`config.mk`:
```
export PLATFORM = sky130hd
export DESIGN_NAME = sjf_nonpreemptive_scheduler_top
export DESIGN_NICKNAME = d
export VERILOG_FILES = /design/src/rtl/sjf_pkg.sv /design/src/rtl/sjf_ram.sv /design/src/rtl/sjf_datapath.sv /design/src/rtl/sjf_controller.sv /design/src/rtl/sjf_nonpreemptive_scheduler_top.sv
export SDC_FILE = /design/constraint.sdc
export NUM_CORES = 1
export LEC_CHECK = 0
export BUFFER_PORTS_ARGS = -buffer_cell sky130_fd_sc_hd__buf_4
export CAP_MARGIN = 0
export CELL_PAD_IN_SITES_DETAIL_PLACEMENT = 1
export CELL_PAD_IN_SITES_GLOBAL_PLACEMENT = 1
export CORE_MARGIN = 1.5
export CORE_UTILIZATION = 50
export CTS_CLUSTER_DIAMETER = 150
export CTS_CLUSTER_SIZE = 10
export DETAILED_ROUTE_END_ITERATION = 8
export PLACE_DENSITY_LB_ADDON = 0.1
export SYNTH_ARGS = -nofsm -noshare
export SYNTH_HDL_FRONTEND = slang
export SYNTH_SLANG_ARGS = --single-unit
export TNS_END_PERCENT = 50
```
`constraint.sdc`:
```
create_clock -name clock -period 8.1 [get_ports clock]
set_clock_uncertainty 0.1 [all_clocks]
set_input_delay 1.62 -clock clock [delete_from_list [all_inputs] [get_ports clock]]
set_output_delay 1.62 -clock clock [all_outputs]
set_load 0.01 [all_outputs]
```
`src/rtl/sjf_pkg.sv`:
```
// ----------------------------------------------------------------------------
// sjf_pkg
// Shared widths, codes and types for the shortest-job-first scheduler.
// ----------------------------------------------------------------------------
package sjf_pkg;

   localparam int MAX_JOBS_DEF = 16;

   localparam int CMD_W  = 1;
   localparam int ARR_W  = 16;
   localparam int BUR_W  = 12;
   localparam int ID_W   = 8;
   localparam int TIME_W = 17;

   // one stored job: arrival, burst, id
   localparam int ENTRY_W = ARR_W + BUR_W + ID_W;

   localparam logic [CMD_W-1:0] CMD_LOAD = 1'b0;

   typedef enum logic [4:0] {
      ST_IDLE  = 5'b00001,
      ST_SCAN  = 5'b00010,
      ST_DRAIN = 5'b00100,
      ST_EMIT  = 5'b01000,
      ST_WAIT  = 5'b10000
   } state_type;

   // controller to datapath commands
   typedef struct packed {
      logic load_we;     // write one job into the store
      logic scan_clear;  // forget both candidates before a scan
      logic eval;        // store read data is valid, compare it
      logic emit;        // capture the chosen job as a result
      logic emit_last;   // result closes the schedule
      logic batch_clear; // drop finished flags and time
   } ctl_cmd_type;

endpackage

```
`src/rtl/sjf_ram.sv`:
```
// ----------------------------------------------------------------------------
// sjf_ram
// Generic single-write, single-read RAM with registered read data.
// ----------------------------------------------------------------------------
module sjf_ram #(
   parameter int WIDTH = 8,
   parameter int DEPTH = 16
) (
   input  logic                                         clock,
   input  logic                                         we,
   input  logic [((DEPTH > 1) ? $clog2(DEPTH) : 1)-1:0] waddr,
   input  logic [WIDTH-1:0]                             wdata,
   input  logic [((DEPTH > 1) ? $clog2(DEPTH) : 1)-1:0] raddr,
   output logic [WIDTH-1:0]                             rdata
);

   logic [WIDTH-1:0] mem_ff [DEPTH];
   logic [WIDTH-1:0] rdata_ff;

   always_ff @(posedge clock) begin
      if (we) begin
         mem_ff[waddr] <= wdata;
      end
      rdata_ff <= mem_ff[raddr];
   end

   assign rdata = rdata_ff;

endmodule

```
`src/rtl/sjf_datapath.sv`:
```
// ----------------------------------------------------------------------------
// sjf_datapath
// Job store, finished flags, scan compare, schedule clock and result register.
// ----------------------------------------------------------------------------
module sjf_datapath #(
   parameter int MAX_JOBS = sjf_pkg::MAX_JOBS_DEF
) (
   input  logic                                               clock,
   input  logic                                               reset,
   input  sjf_pkg::ctl_cmd_type                               cmd,
   input  logic [((MAX_JOBS > 1) ? $clog2(MAX_JOBS) : 1)-1:0] wr_addr,
   input  logic [((MAX_JOBS > 1) ? $clog2(MAX_JOBS) : 1)-1:0] rd_addr,
   input  logic [((MAX_JOBS > 1) ? $clog2(MAX_JOBS) : 1)-1:0] eval_idx,
   input  logic [sjf_pkg::ARR_W-1:0]                          req_arrival_time,
   input  logic [sjf_pkg::BUR_W-1:0]                          req_burst_time,
   input  logic [sjf_pkg::ID_W-1:0]                           req_job_id,
   output logic [sjf_pkg::ID_W-1:0]                           rsp_done_id,
   output logic [sjf_pkg::TIME_W-1:0]                         rsp_start_time,
   output logic [sjf_pkg::TIME_W-1:0]                         rsp_completion_time,
   output logic [sjf_pkg::TIME_W-1:0]                         rsp_turnaround,
   output logic [sjf_pkg::TIME_W-1:0]                         rsp_waiting,
   output logic [sjf_pkg::TIME_W-1:0]                         rsp_response,
   output logic                                               rsp_last_result
);

   localparam int IDX_W   = (MAX_JOBS > 1) ? $clog2(MAX_JOBS) : 1;
   localparam int ARR_W   = sjf_pkg::ARR_W;
   localparam int BUR_W   = sjf_pkg::BUR_W;
   localparam int ID_W    = sjf_pkg::ID_W;
   localparam int TIME_W  = sjf_pkg::TIME_W;
   localparam int ENTRY_W = sjf_pkg::ENTRY_W;

   logic [ENTRY_W-1:0] wr_data;
   logic [ENTRY_W-1:0] rd_data;
   logic [BUR_W-1:0]   load_bur;

   logic [ARR_W-1:0]   rd_arr;
   logic [BUR_W-1:0]   rd_bur;
   logic [ID_W-1:0]    rd_id;
   logic               is_fin;
   logic               is_ready;
   logic               rdy_better;
   logic               early_better;

   logic [MAX_JOBS-1:0] fin_ff;
   logic [TIME_W-1:0]   time_ff;

   // best ready job of the scan
   logic               rdy_have_ff;
   logic [ARR_W-1:0]   rdy_arr_ff;
   logic [BUR_W-1:0]   rdy_bur_ff;
   logic [ID_W-1:0]    rdy_id_ff;
   logic [IDX_W-1:0]   rdy_idx_ff;
   // earliest pending job, used when nothing has arrived yet
   logic               early_have_ff;
   logic [ARR_W-1:0]   early_arr_ff;
   logic [BUR_W-1:0]   early_bur_ff;
   logic [ID_W-1:0]    early_id_ff;
   logic [IDX_W-1:0]   early_idx_ff;

   logic [ARR_W-1:0]   sel_arr;
   logic [BUR_W-1:0]   sel_bur;
   logic [ID_W-1:0]    sel_id;
   logic [IDX_W-1:0]   sel_idx;
   logic [TIME_W-1:0]  start_t;
   logic [TIME_W-1:0]  end_t;
   logic [TIME_W-1:0]  resp_t;
   logic [TIME_W-1:0]  turn_t;

   // a zero burst runs for one tick
   assign load_bur = (req_burst_time == '0) ? BUR_W'(1) : req_burst_time;
   assign wr_data  = {req_arrival_time, load_bur, req_job_id};

   sjf_ram #(
      .WIDTH (ENTRY_W),
      .DEPTH (MAX_JOBS)
   ) u_store (
      .clock (clock),
      .we    (cmd.load_we),
      .waddr (wr_addr),
      .wdata (wr_data),
      .raddr (rd_addr),
      .rdata (rd_data)
   );

   always_comb begin
      rd_arr = rd_data[ENTRY_W-1 -: ARR_W];
      rd_bur = rd_data[ID_W +: BUR_W];
      rd_id  = rd_data[ID_W-1:0];
      is_fin   = fin_ff[eval_idx];
      is_ready = !is_fin && ({1'b0, rd_arr} <= time_ff);
      // shorter burst, then earlier arrival, then smaller id
      rdy_better   = !rdy_have_ff ||
                     ({rd_bur, rd_arr, rd_id} < {rdy_bur_ff, rdy_arr_ff, rdy_id_ff});
      early_better = !early_have_ff ||
                     ({rd_arr, rd_bur, rd_id} < {early_arr_ff, early_bur_ff, early_id_ff});
   end

   always_comb begin
      if (rdy_have_ff) begin
         sel_arr = rdy_arr_ff;
         sel_bur = rdy_bur_ff;
         sel_id  = rdy_id_ff;
         sel_idx = rdy_idx_ff;
         start_t = time_ff;
      end else begin
         // idle gap: jump to the earliest pending arrival
         sel_arr = early_arr_ff;
         sel_bur = early_bur_ff;
         sel_id  = early_id_ff;
         sel_idx = early_idx_ff;
         start_t = TIME_W'(early_arr_ff);
      end
      end_t  = start_t + TIME_W'(sel_bur);
      resp_t = start_t - TIME_W'(sel_arr);
      turn_t = end_t - TIME_W'(sel_arr);
   end

   always_ff @(posedge clock) begin
      if (reset || cmd.scan_clear) begin
         rdy_have_ff   <= 1'b0;
         early_have_ff <= 1'b0;
      end else if (cmd.eval) begin
         if (is_ready && rdy_better) begin
            rdy_have_ff <= 1'b1;
         end
         if (!is_fin && early_better) begin
            early_have_ff <= 1'b1;
         end
      end
   end

   always_ff @(posedge clock) begin
      if (cmd.eval && is_ready && rdy_better) begin
         rdy_arr_ff <= rd_arr;
         rdy_bur_ff <= rd_bur;
         rdy_id_ff  <= rd_id;
         rdy_idx_ff <= eval_idx;
      end
      if (cmd.eval && !is_fin && early_better) begin
         early_arr_ff <= rd_arr;
         early_bur_ff <= rd_bur;
         early_id_ff  <= rd_id;
         early_idx_ff <= eval_idx;
      end
   end

   always_ff @(posedge clock) begin
      if (reset || cmd.batch_clear) begin
         fin_ff  <= '0;
         time_ff <= '0;
      end else if (cmd.emit) begin
         fin_ff[sel_idx] <= 1'b1;
         time_ff         <= end_t;
      end
   end

   // result register, held until the transaction completes
   always_ff @(posedge clock) begin
      if (cmd.emit) begin
         rsp_done_id         <= sel_id;
         rsp_start_time      <= start_t;
         rsp_completion_time <= end_t;
         rsp_turnaround      <= turn_t;
         rsp_waiting         <= resp_t;
         rsp_response        <= resp_t;
         rsp_last_result     <= cmd.emit_last;
      end
   end

endmodule

```
`src/rtl/sjf_controller.sv`:
```
// ----------------------------------------------------------------------------
// sjf_controller
// Load, scan, emit sequencer with job, scan and done counters.
// ----------------------------------------------------------------------------
module sjf_controller #(
   parameter int MAX_JOBS = sjf_pkg::MAX_JOBS_DEF
) (
   input  logic                                               clock,
   input  logic                                               reset,
   input  logic                                               req_valid,
   output logic                                               req_ready,
   input  logic [sjf_pkg::CMD_W-1:0]                          req_command,
   input  logic                                               req_last_job,
   output logic                                               rsp_valid,
   input  logic                                               rsp_ready,
   output sjf_pkg::ctl_cmd_type                               cmd,
   output logic [((MAX_JOBS > 1) ? $clog2(MAX_JOBS) : 1)-1:0] wr_addr,
   output logic [((MAX_JOBS > 1) ? $clog2(MAX_JOBS) : 1)-1:0] rd_addr,
   output logic [((MAX_JOBS > 1) ? $clog2(MAX_JOBS) : 1)-1:0] eval_idx
);

   localparam int IDX_W = (MAX_JOBS > 1) ? $clog2(MAX_JOBS) : 1;
   localparam int CNT_W = $clog2(MAX_JOBS + 1);
   localparam logic [CNT_W-1:0] MaxCount = CNT_W'(MAX_JOBS);

   sjf_pkg::state_type state_ff, state_in;
   logic [CNT_W-1:0]   count_ff, count_in;
   logic [CNT_W-1:0]   done_ff, done_in;
   logic [IDX_W-1:0]   scan_ff, scan_in;
   logic               eval_ff, eval_in;
   logic [IDX_W-1:0]   eval_idx_ff;
   logic               accept_load;
   logic               scan_end;
   logic               last_out;

   assign accept_load = req_valid && req_ready && (req_command == sjf_pkg::CMD_LOAD);
   assign scan_end    = (CNT_W'(scan_ff) + CNT_W'(1)) == count_ff;
   assign last_out    = (done_ff + CNT_W'(1)) == count_ff;

   assign req_ready = (state_ff == sjf_pkg::ST_IDLE);
   assign rsp_valid = (state_ff == sjf_pkg::ST_WAIT);
   assign wr_addr   = count_ff[IDX_W-1:0];
   assign rd_addr   = scan_ff;
   assign eval_idx  = eval_idx_ff;

   always_comb begin
      state_in = state_ff;
      count_in = count_ff;
      done_in  = done_ff;
      scan_in  = scan_ff;
      eval_in  = 1'b0;
      cmd      = '0;
      cmd.eval = eval_ff;
      case (state_ff)
         sjf_pkg::ST_IDLE: begin
            if (accept_load) begin
               // drop the job when the store is full
               if (count_ff < MaxCount) begin
                  cmd.load_we = 1'b1;
                  count_in    = count_ff + CNT_W'(1);
               end
               if (req_last_job) begin
                  cmd.scan_clear = 1'b1;
                  scan_in        = '0;
                  state_in       = sjf_pkg::ST_SCAN;
               end
            end
         end
         sjf_pkg::ST_SCAN: begin
            eval_in = 1'b1;
            if (scan_end) begin
               state_in = sjf_pkg::ST_DRAIN;
            end else begin
               scan_in = scan_ff + IDX_W'(1);
            end
         end
         sjf_pkg::ST_DRAIN: begin
            state_in = sjf_pkg::ST_EMIT;
         end
         sjf_pkg::ST_EMIT: begin
            cmd.emit      = 1'b1;
            cmd.emit_last = last_out;
            done_in       = done_ff + CNT_W'(1);
            state_in      = sjf_pkg::ST_WAIT;
         end
         sjf_pkg::ST_WAIT: begin
            if (rsp_ready) begin
               if (done_ff == count_ff) begin
                  cmd.batch_clear = 1'b1;
                  count_in        = '0;
                  done_in         = '0;
                  state_in        = sjf_pkg::ST_IDLE;
               end else begin
                  cmd.scan_clear = 1'b1;
                  scan_in        = '0;
                  state_in       = sjf_pkg::ST_SCAN;
               end
            end
         end
         default: begin
            state_in = sjf_pkg::ST_IDLE;
         end
      endcase
   end

   always_ff @(posedge clock) begin
      if (reset) begin
         state_ff <= sjf_pkg::ST_IDLE;
         count_ff <= '0;
         done_ff  <= '0;
         scan_ff  <= '0;
         eval_ff  <= 1'b0;
      end else begin
         state_ff <= state_in;
         count_ff <= count_in;
         done_ff  <= done_in;
         scan_ff  <= scan_in;
         eval_ff  <= eval_in;
      end
   end

   // index of the entry whose registered read data is being evaluated
   always_ff @(posedge clock) begin
      eval_idx_ff <= scan_ff;
   end

endmodule

```
`src/rtl/sjf_nonpreemptive_scheduler_top.sv`:
```
// ----------------------------------------------------------------------------
// sjf_nonpreemptive_scheduler_top
// Non-preemptive shortest-job-first scheduler over a batch of loaded jobs.
//
//   channel  direction  handshake              payload
//   req      in         req_valid / req_ready  command, arrival, burst, id, last
//   rsp      out        rsp_valid / rsp_ready  id, start, completion, metrics, last
//
// Each scheduling decision scans the job store through its single read port,
// one entry a cycle, and each result is held while rsp_ready stays low. Loads
// are refused while a batch is being scheduled. Reset is synchronous and
// empties the batch; the store needs no clearing pass since only loaded
// entries are read.
// ----------------------------------------------------------------------------
module sjf_nonpreemptive_scheduler_top #(
   parameter int MAX_JOBS = sjf_pkg::MAX_JOBS_DEF
) (
   input  logic                        clock,
   input  logic                        reset,
   input  logic                        req_valid,
   output logic                        req_ready,
   input  logic [sjf_pkg::CMD_W-1:0]   req_command,
   input  logic [sjf_pkg::ARR_W-1:0]   req_arrival_time,
   input  logic [sjf_pkg::BUR_W-1:0]   req_burst_time,
   input  logic [sjf_pkg::ID_W-1:0]    req_job_id,
   input  logic                        req_last_job,
   output logic                        rsp_valid,
   input  logic                        rsp_ready,
   output logic [sjf_pkg::ID_W-1:0]    rsp_done_id,
   output logic [sjf_pkg::TIME_W-1:0]  rsp_start_time,
   output logic [sjf_pkg::TIME_W-1:0]  rsp_completion_time,
   output logic [sjf_pkg::TIME_W-1:0]  rsp_turnaround,
   output logic [sjf_pkg::TIME_W-1:0]  rsp_waiting,
   output logic [sjf_pkg::TIME_W-1:0]  rsp_response,
   output logic                        rsp_last_result
);

   localparam int IDX_W = (MAX_JOBS > 1) ? $clog2(MAX_JOBS) : 1;

   sjf_pkg::ctl_cmd_type cmd;
   logic [IDX_W-1:0]     wr_addr;
   logic [IDX_W-1:0]     rd_addr;
   logic [IDX_W-1:0]     eval_idx;

   sjf_controller #(
      .MAX_JOBS (MAX_JOBS)
   ) u_ctrl (
      .clock        (clock),
      .reset        (reset),
      .req_valid    (req_valid),
      .req_ready    (req_ready),
      .req_command  (req_command),
      .req_last_job (req_last_job),
      .rsp_valid    (rsp_valid),
      .rsp_ready    (rsp_ready),
      .cmd          (cmd),
      .wr_addr      (wr_addr),
      .rd_addr      (rd_addr),
      .eval_idx     (eval_idx)
   );

   sjf_datapath #(
      .MAX_JOBS (MAX_JOBS)
   ) u_dp (
      .clock               (clock),
      .reset               (reset),
      .cmd                 (cmd),
      .wr_addr             (wr_addr),
      .rd_addr             (rd_addr),
      .eval_idx            (eval_idx),
      .req_arrival_time    (req_arrival_time),
      .req_burst_time      (req_burst_time),
      .req_job_id          (req_job_id),
      .rsp_done_id         (rsp_done_id),
      .rsp_start_time      (rsp_start_time),
      .rsp_completion_time (rsp_completion_time),
      .rsp_turnaround      (rsp_turnaround),
      .rsp_waiting         (rsp_waiting),
      .rsp_response        (rsp_response),
      .rsp_last_result     (rsp_last_result)
   );

   // no load is taken while a result is pending
   a_no_load_during_rsp : assert property (
      @(posedge clock) disable iff (reset)
      rsp_valid |-> !req_ready
   ) else $error("load port open while a result is pending");

   // the closing transaction of a schedule returns the block to loading
   a_last_returns_idle : assert property (
      @(posedge clock) disable iff (reset)
      (rsp_valid && rsp_ready && rsp_last_result) |=> (req_ready && !rsp_valid)
   ) else $error("block did not return to loading after the last result");

   // a batch-closing load starts scheduling
   a_last_job_starts : assert property (
      @(posedge clock) disable iff (reset)
      (req_valid && req_ready && (req_command == sjf_pkg::CMD_LOAD) && req_last_job)
         |=> !req_ready
   ) else $error("scheduling did not start after the last job");

   // a non-final result is followed by further work, not by loading
   a_more_results : assert property (
      @(posedge clock) disable iff (reset)
      (rsp_valid && rsp_ready && !rsp_last_result) |=> !req_ready
   ) else $error("schedule ended early");

endmodule
```
### Word-level counts from Yosys, hierarchy flattened

Memory sizes are Yosys's and may differ from the RTL's. A register that Yosys moved wholly into a read port is not among the register bits.
Cells that the tools add are included.
Widths: inputs -> output; s select.

* reductions and logical operators: 27
* eq/ne operators: 16
* multiplexer cells: 42
* $lt $le $gt $ge: 7
* add/sub/neg operators: 7
* bitwise logic cells: 2

Operator list (count)
* $lt 36x36->1: 2
* $mux 5: 8
* $sub 17x16->17: 2
* $pmux 5 s5: 1
* $mux 12: 2
* $mux 4: 6
* $pmux 5 s2: 2
* $add 17x12->17: 1
* $le 16x17->1: 1
* $mux 17: 1
* $mux 16: 1
* $or 16x16->16: 1
* $eq 5x5->1: 3
* $mux 1: 13
* $logic_not 12->1: 1
* $pmux 4 s3: 1
* $add 5x1->5 const B: 2
* $logic_and 1x1->1: 10
* $lt 4x5->1 const B: 2
* $ne 2x2->1 const B: 5
* $mux 8: 1
* $mux 2: 3
* $ne 2x1->1 const B: 3
* $reduce_and 6->1: 1
* 21 further kinds: 28

* output and inout bits: 96
* word-level logic and storage cells: 126
* bits in writable memories: 576
* bits of input ports: 42
* flip-flop bits (word level): 216
* memories kept: 1

Memories
* u_dp.u_store.mem_ff: depth 16, width 36, rd ports 1, clocked after Yosys merged registers in 1, wr ports 1, RTL line sjf_ram.sv:17 `logic [WIDTH-1:0] mem_ff [DEPTH];`

### Depth between registers and ports, before layout

* depth after elaboration: 7
* depth in mapped cells: 24

### Hierarchy

Synthesis repeated with hierarchy kept, for this count alone.

* cells, all modules: 2137
* area total of the unflattened synthesis: 34891.0 um^2

By module, submodules not included
* sjf_ram: instances 1, cells each 938, area each 22318.9 um^2
* sjf_datapath: instances 1, cells each 1041, area each 11182.0 um^2
* sjf_controller: instances 1, cells each 158, area each 1390.1 um^2

### Worst setup path after synthesis

Ideal clock, no wire load.

* path kind: register to register
* start: register u_dp.early_arr_ff[1]
* end: register u_dp.early_arr_ff[0], enable pin
* slack: 1.473 ns
* data required time: 7.463 ns
* arrival: 5.990 ns
* period minus slack after synthesis: 6.627 ns
* path buffers: 0
* stages on the path, launching flop included: 12
* path through: edfxtp_1 inv_1 ha_1 a21o_1 a21o_1 a21o_1 a21o_1 a221o_1 a221oi_1 nor2b_1 o31a_1 nor4_1

* longest elaborated chain between the ends: 3

Ends and longest elaborated chain
* start, declared: RTL line sjf_datapath.sv:56 `logic [ARR_W-1:0] early_arr_ff;`
* start signal, assigned: RTL line sjf_datapath.sv:141 `early_arr_ff <= rd_arr;`
* $lt 36x36->1: RTL line sjf_datapath.sv:96 `({rd_arr, rd_bur, rd_id} < {early_arr_ff, early_bur_ff, early_id_ff});`
* $logic_or 1x1->1: RTL line sjf_datapath.sv:95 `early_better = !early_have_ff ||`
* $logic_and 1x1->1: RTL line sjf_datapath.sv:140 `if (cmd.eval && !is_fin && early_better) begin`

No other way between the ends.
A chain may end at the register's enable or synchronous reset.

### Worst setup path in the final report

* start: register u_dp.rdy_have_ff
* end: register u_dp.rsp_turnaround[16] (netlist name) (data pin)

* longest elaborated chain between the ends: 3

Ends and longest elaborated chain
* start, declared: RTL line sjf_datapath.sv:49 `logic rdy_have_ff;`
* start signal, assigned: RTL line sjf_datapath.sv:121 `rdy_have_ff <= 1'b0;`
* start signal, assigned: RTL line sjf_datapath.sv:125 `rdy_have_ff <= 1'b1;`
* $mux 17: RTL line sjf_datapath.sv:100 `if (rdy_have_ff) begin`
* net u_dp.start_t[5]: RTL line sjf_datapath.sv:65 `logic [TIME_W-1:0] start_t;`
* $add 17x12->17: RTL line sjf_datapath.sv:114 `end_t = start_t + TIME_W'(sel_bur);`
* net u_dp.end_t[9]: RTL line sjf_datapath.sv:66 `logic [TIME_W-1:0] end_t;`
* $sub 17x16->17: RTL line sjf_datapath.sv:116 `turn_t = end_t - TIME_W'(sel_arr);`
* net u_dp.turn_t[16]: RTL line sjf_datapath.sv:68 `logic [TIME_W-1:0] turn_t;`
* end signal, assigned: RTL line sjf_datapath.sv:164 `rsp_turnaround <= turn_t;`
* end, declared: RTL line sjf_datapath.sv:20 `output logic [sjf_pkg::TIME_W-1:0] rsp_turnaround,`

The timed path passes the listed nets, and every way through them passes these cells.

==> flow_summary.json <==
{
  "cap_viol_max_count": 0,
  "ys_top_cells_by_count": "edfxtp_1 (733), nand2_1 (151), mux2i_1 (135), ha_1 (134), a21oi_1 (129)",
  "fmaxAchievable_ghz": 0.188,
  "power.share.sequential_pct": 51.8,
  "drt_iter0_markers": 1404,
  "post-dp-hpwl_um": 53600,
  "clock_tree.buffer_depth": 3,
  "final_antenna_net_count": 0,
  "ys_ff_latch": 828,
  "final_max_slew_viol_count": 0,
  "antenna_found_initial": 7,
  "flow.area_growth_from_synthesis_pct": 13.2,
  "cts_htree_levels": 3,
  "global_route.usage.total_pct": 25.0,
  "clk_transition_reported_paths_ps": 60,
  "place_area_mm2": 0.0372,
  "outcome": "complete, no violations",
  "worstMarginPinSlew_ps": 978,
  "post-route-period-util_pct": 65.8,
  "synth_most_common_cell": "edfxtp_1",
  "layout_min_cycle_time_ps": 5330,
  "insertion_delay_ps": 650,
  "wl_per_cell_um": 25.7,
  "first_pass_iters": 5,
  "timing.critical_path.fanout_max": 76,
  "rr_startpoint": "u_dp.rdy_have_ff",
  "clock_sink_count": 828,
  "initial_cell_density_of_the_core_pct": 50.4,
  "critPathCaptureType": "flop",
  "synthesis.nets": 2514,
  "hold_start": "u_dp.fin_ff[8]",
  "routabilityCongestion": 0.846,
  "post_cts.repair.setup_buffers": 0,
  "final.setup.tns_ps": 0,
  "final_hold_viol_count": 0,
  "internal_dissipation_mw": 7.16,
  "grt_overflow_total": 0,
  "synthesis.instances": 2335,
  "power.net_switching_mw": 2.13,
  "asyncSetResetFlopFracSynth_pct": 0,
  "mean_syn_cell_area_um2": 15.1,
  "synth.lib_cells_used.distinct": 75,
  "vias_in_the_first_global_route": 21872,
  "cts_resized": 0,
  "cellLeakagePower_nw": 13.6,
  "power-per-cell-area_mw_per_mm2": 233,
  "buffer_ports.inserted": 137,
  "finalNetCount": 2657,
  "die_area_mm2": 0.0720,
  "final_setup_violation_count": 0,
  "main_flop_type_after_synthesis": "edfxtp_1",
  "final_design_instance_area_without_fill_mm2": 0.0398,
  "switching_share_pct": 22.9,
  "p_clk_share_pct": 40.6,
  "rsz_0062_raised_after_global_routing": "false",
  "design.core.area_mm2": 0.0698,
  "share_comb_of_total_power_pct": 7.6,
  "die_width_um": 268,
  "synth_area_leader_cell": "edfxtp_1",
  "total_clock_buffers_created_by_cts": 92,
  "ir_drop_mv": 0.180,
  "layout-drive-gt1-share_pct": 16.5,
  "grt_max_degree": 77,
  "fillCellCount": 6547,
  "post_synth_instance_area_mm2": 0.0352,
  "die-height_um": 268,
  "cts_tree": "yes",
  "detailroute.via_count": 20344,
  "cts_hold_buffers": 0,
  "finalHoldWorstSlack_ps": 366,
  "crit_required_ps": 8380,
  "synth-warning-count": 0,
  "synth_area_leaders": "edfxtp_1 (63%), dfxtp_1 (5.4%), mux4_2 (4.9%), ha_1 (4.8%), mux2i_1 (3.8%)",
  "worst_ep_arrival_time_ps": 5600,
  "wl_um": 89300,
  "crit_start": "u_dp.rdy_have_ff",
  "min_delay_worst_type": "reg2reg",
  "worstSetupStartpointType": "flop",
  "start_to_end_type_of_the_worst_setup_path": "reg2reg",
  "cts.root.buffer_cell": "clkbuf_16",
  "post-route-drc-count": 0,
  "num_rows": 97,
  "synth_edf_count": 733,
  "synth-seq-area-share_pct": 68.0,
  "max-slew-margin-rel_pct": 34.8,
  "netlist.area_leader.share_pct": 62.6,
  "floorplan.io_pins": 138,
  "global_route_wire_length_before_repair_um": 133000,
  "vias_per_cell": 5.84
}
-- layout by cell type, fill, tap and decap left out, types with 17 or more instances in the layout --
cell,instances
a21oi_1,129
mux4_2,77
buf_4,164
nand2_1,150
a21o_1,29
clkbuf_1,55
nand3_1,18
mux2_2,28
edfxtp_1,733
o21ai_0,117
xor2_1,17
clkbuf_16,93
mux2i_1,135
dfxtp_1,90
ha_1,134
nor3_1,22
inv_1,126
nand4_1,18
a221oi_1,38
nor2_1,84
xnor2_1,36
a22oi_1,36
-- critical path, stage by stage (launching register included) --
cell       delay (ps)
dfxtp_4           470
buf_4             660
o21ai_0           340
ha_1              500
o21a_1            190
a2bb2oi_1         280
a31oi_1           150
xnor2_1           260
ha_1              360
nor2b_1           200
a41oi_1           220
o211ai_1          140
a211oi_2          350
o21ai_1           210
a311o_1           330
a21oi_1           190
xor2_1             90
-- registers in the layout, indices dropped and copies added, names as in the netlist, 17 cells and up --
| register | flops |
|---|---|
| u_dp.u_store.mem_ff | 576 |
| u_dp.u_store.rdata | 36 |
| u_dp.time_ff | 17 |
| u_dp.rsp_turnaround | 17 |
| u_dp.rsp_waiting | 17 |
| u_dp.rsp_start_time | 17 |
| u_dp.rsp_completion_time | 17 |
-- power by group through the flow --
stage	clock [mW]	sequential (mW)	combinational, mW
6_report	3.77	4.81	0.708
5_1_grt	3.99	4.81	0.775
4_1_cts	3.84	4.81	0.711
3_5_place_dp	0	4.89	0.705
3_3_place_gp	0	4.89	0.674
2_1_floorplan	0	4.86	0.476
-- metrics by stage --
stage / power, mW / std cells / utilization (%) / setup WS, ps
2_1_floorplan: 5.34 / 2335 / - / 1470
3_3_place_gp: 5.56 / 3324 / 53.2 / 2910
3_5_place_dp: 5.60 / 3324 / 53.2 / 2780
4_1_cts: 9.36 / 3479 / 57.0 / 2760
5_1_grt: 9.58 / 3481 / 57.0 / 2440
6_report: 9.28 / 3481 / 57.0 / 2770
-- area by class of cell --
class / instances / area [um2] / share of cell area [%]
clock inverter: 7 / 114 / 0.286
inverter: 128 / 483 / 1.21
tap: 940 / 1180 / 2.95
clock buffer: 148 / 2530 / 6.36
multi-input combinational: 1264 / 10300 / 26.0
sequential: 828 / 23900 / 60.1
antenna: 2 / 5.00 / 0.0126
timing repair buffer: 164 / 1230 / 3.09
-- logic make-up (layout without fill, tap and decap cells) --
family                   Yosys count  after routing  share of synthesized area [%]
AND/OR/NAND/NOR                  387            387                           5.14
adder cells (fa/ha/maj)          138            138                           4.97
AO/OA/AOI/OAI                    445            445                           8.09
other                              0              2                              0
XOR/XNOR                          54             54                           1.37
buffers and inverters            243            447                           2.81
multiplexers                     240            240                           9.67
flip-flops                       828            828                           68.0
-- metal layers --
layer / track usage [%] / wire (um) / up-vias
met3: 3.94 / 4300 / 178
met4: 10.3 / 3020 / 6
met1: 32.0 / 37600 / 10461
li1: - / - / 9220
met5: 0 / 41 / -
met2: 42.5 / 44400 / 479
-- final timing paths --
kind	end	slack [ps]	cells past startpoint
hold / removal	u_dp.fin_ff[8]	370	2
hold reg to reg	u_dp.fin_ff[8]	370	2
setup / recovery	u_dp.rsp_turnaround[16]	2770	16
setup reg to reg	u_dp.rsp_turnaround[16]	2770	16
No activity file was read; power rests on OpenSTA's default activity.
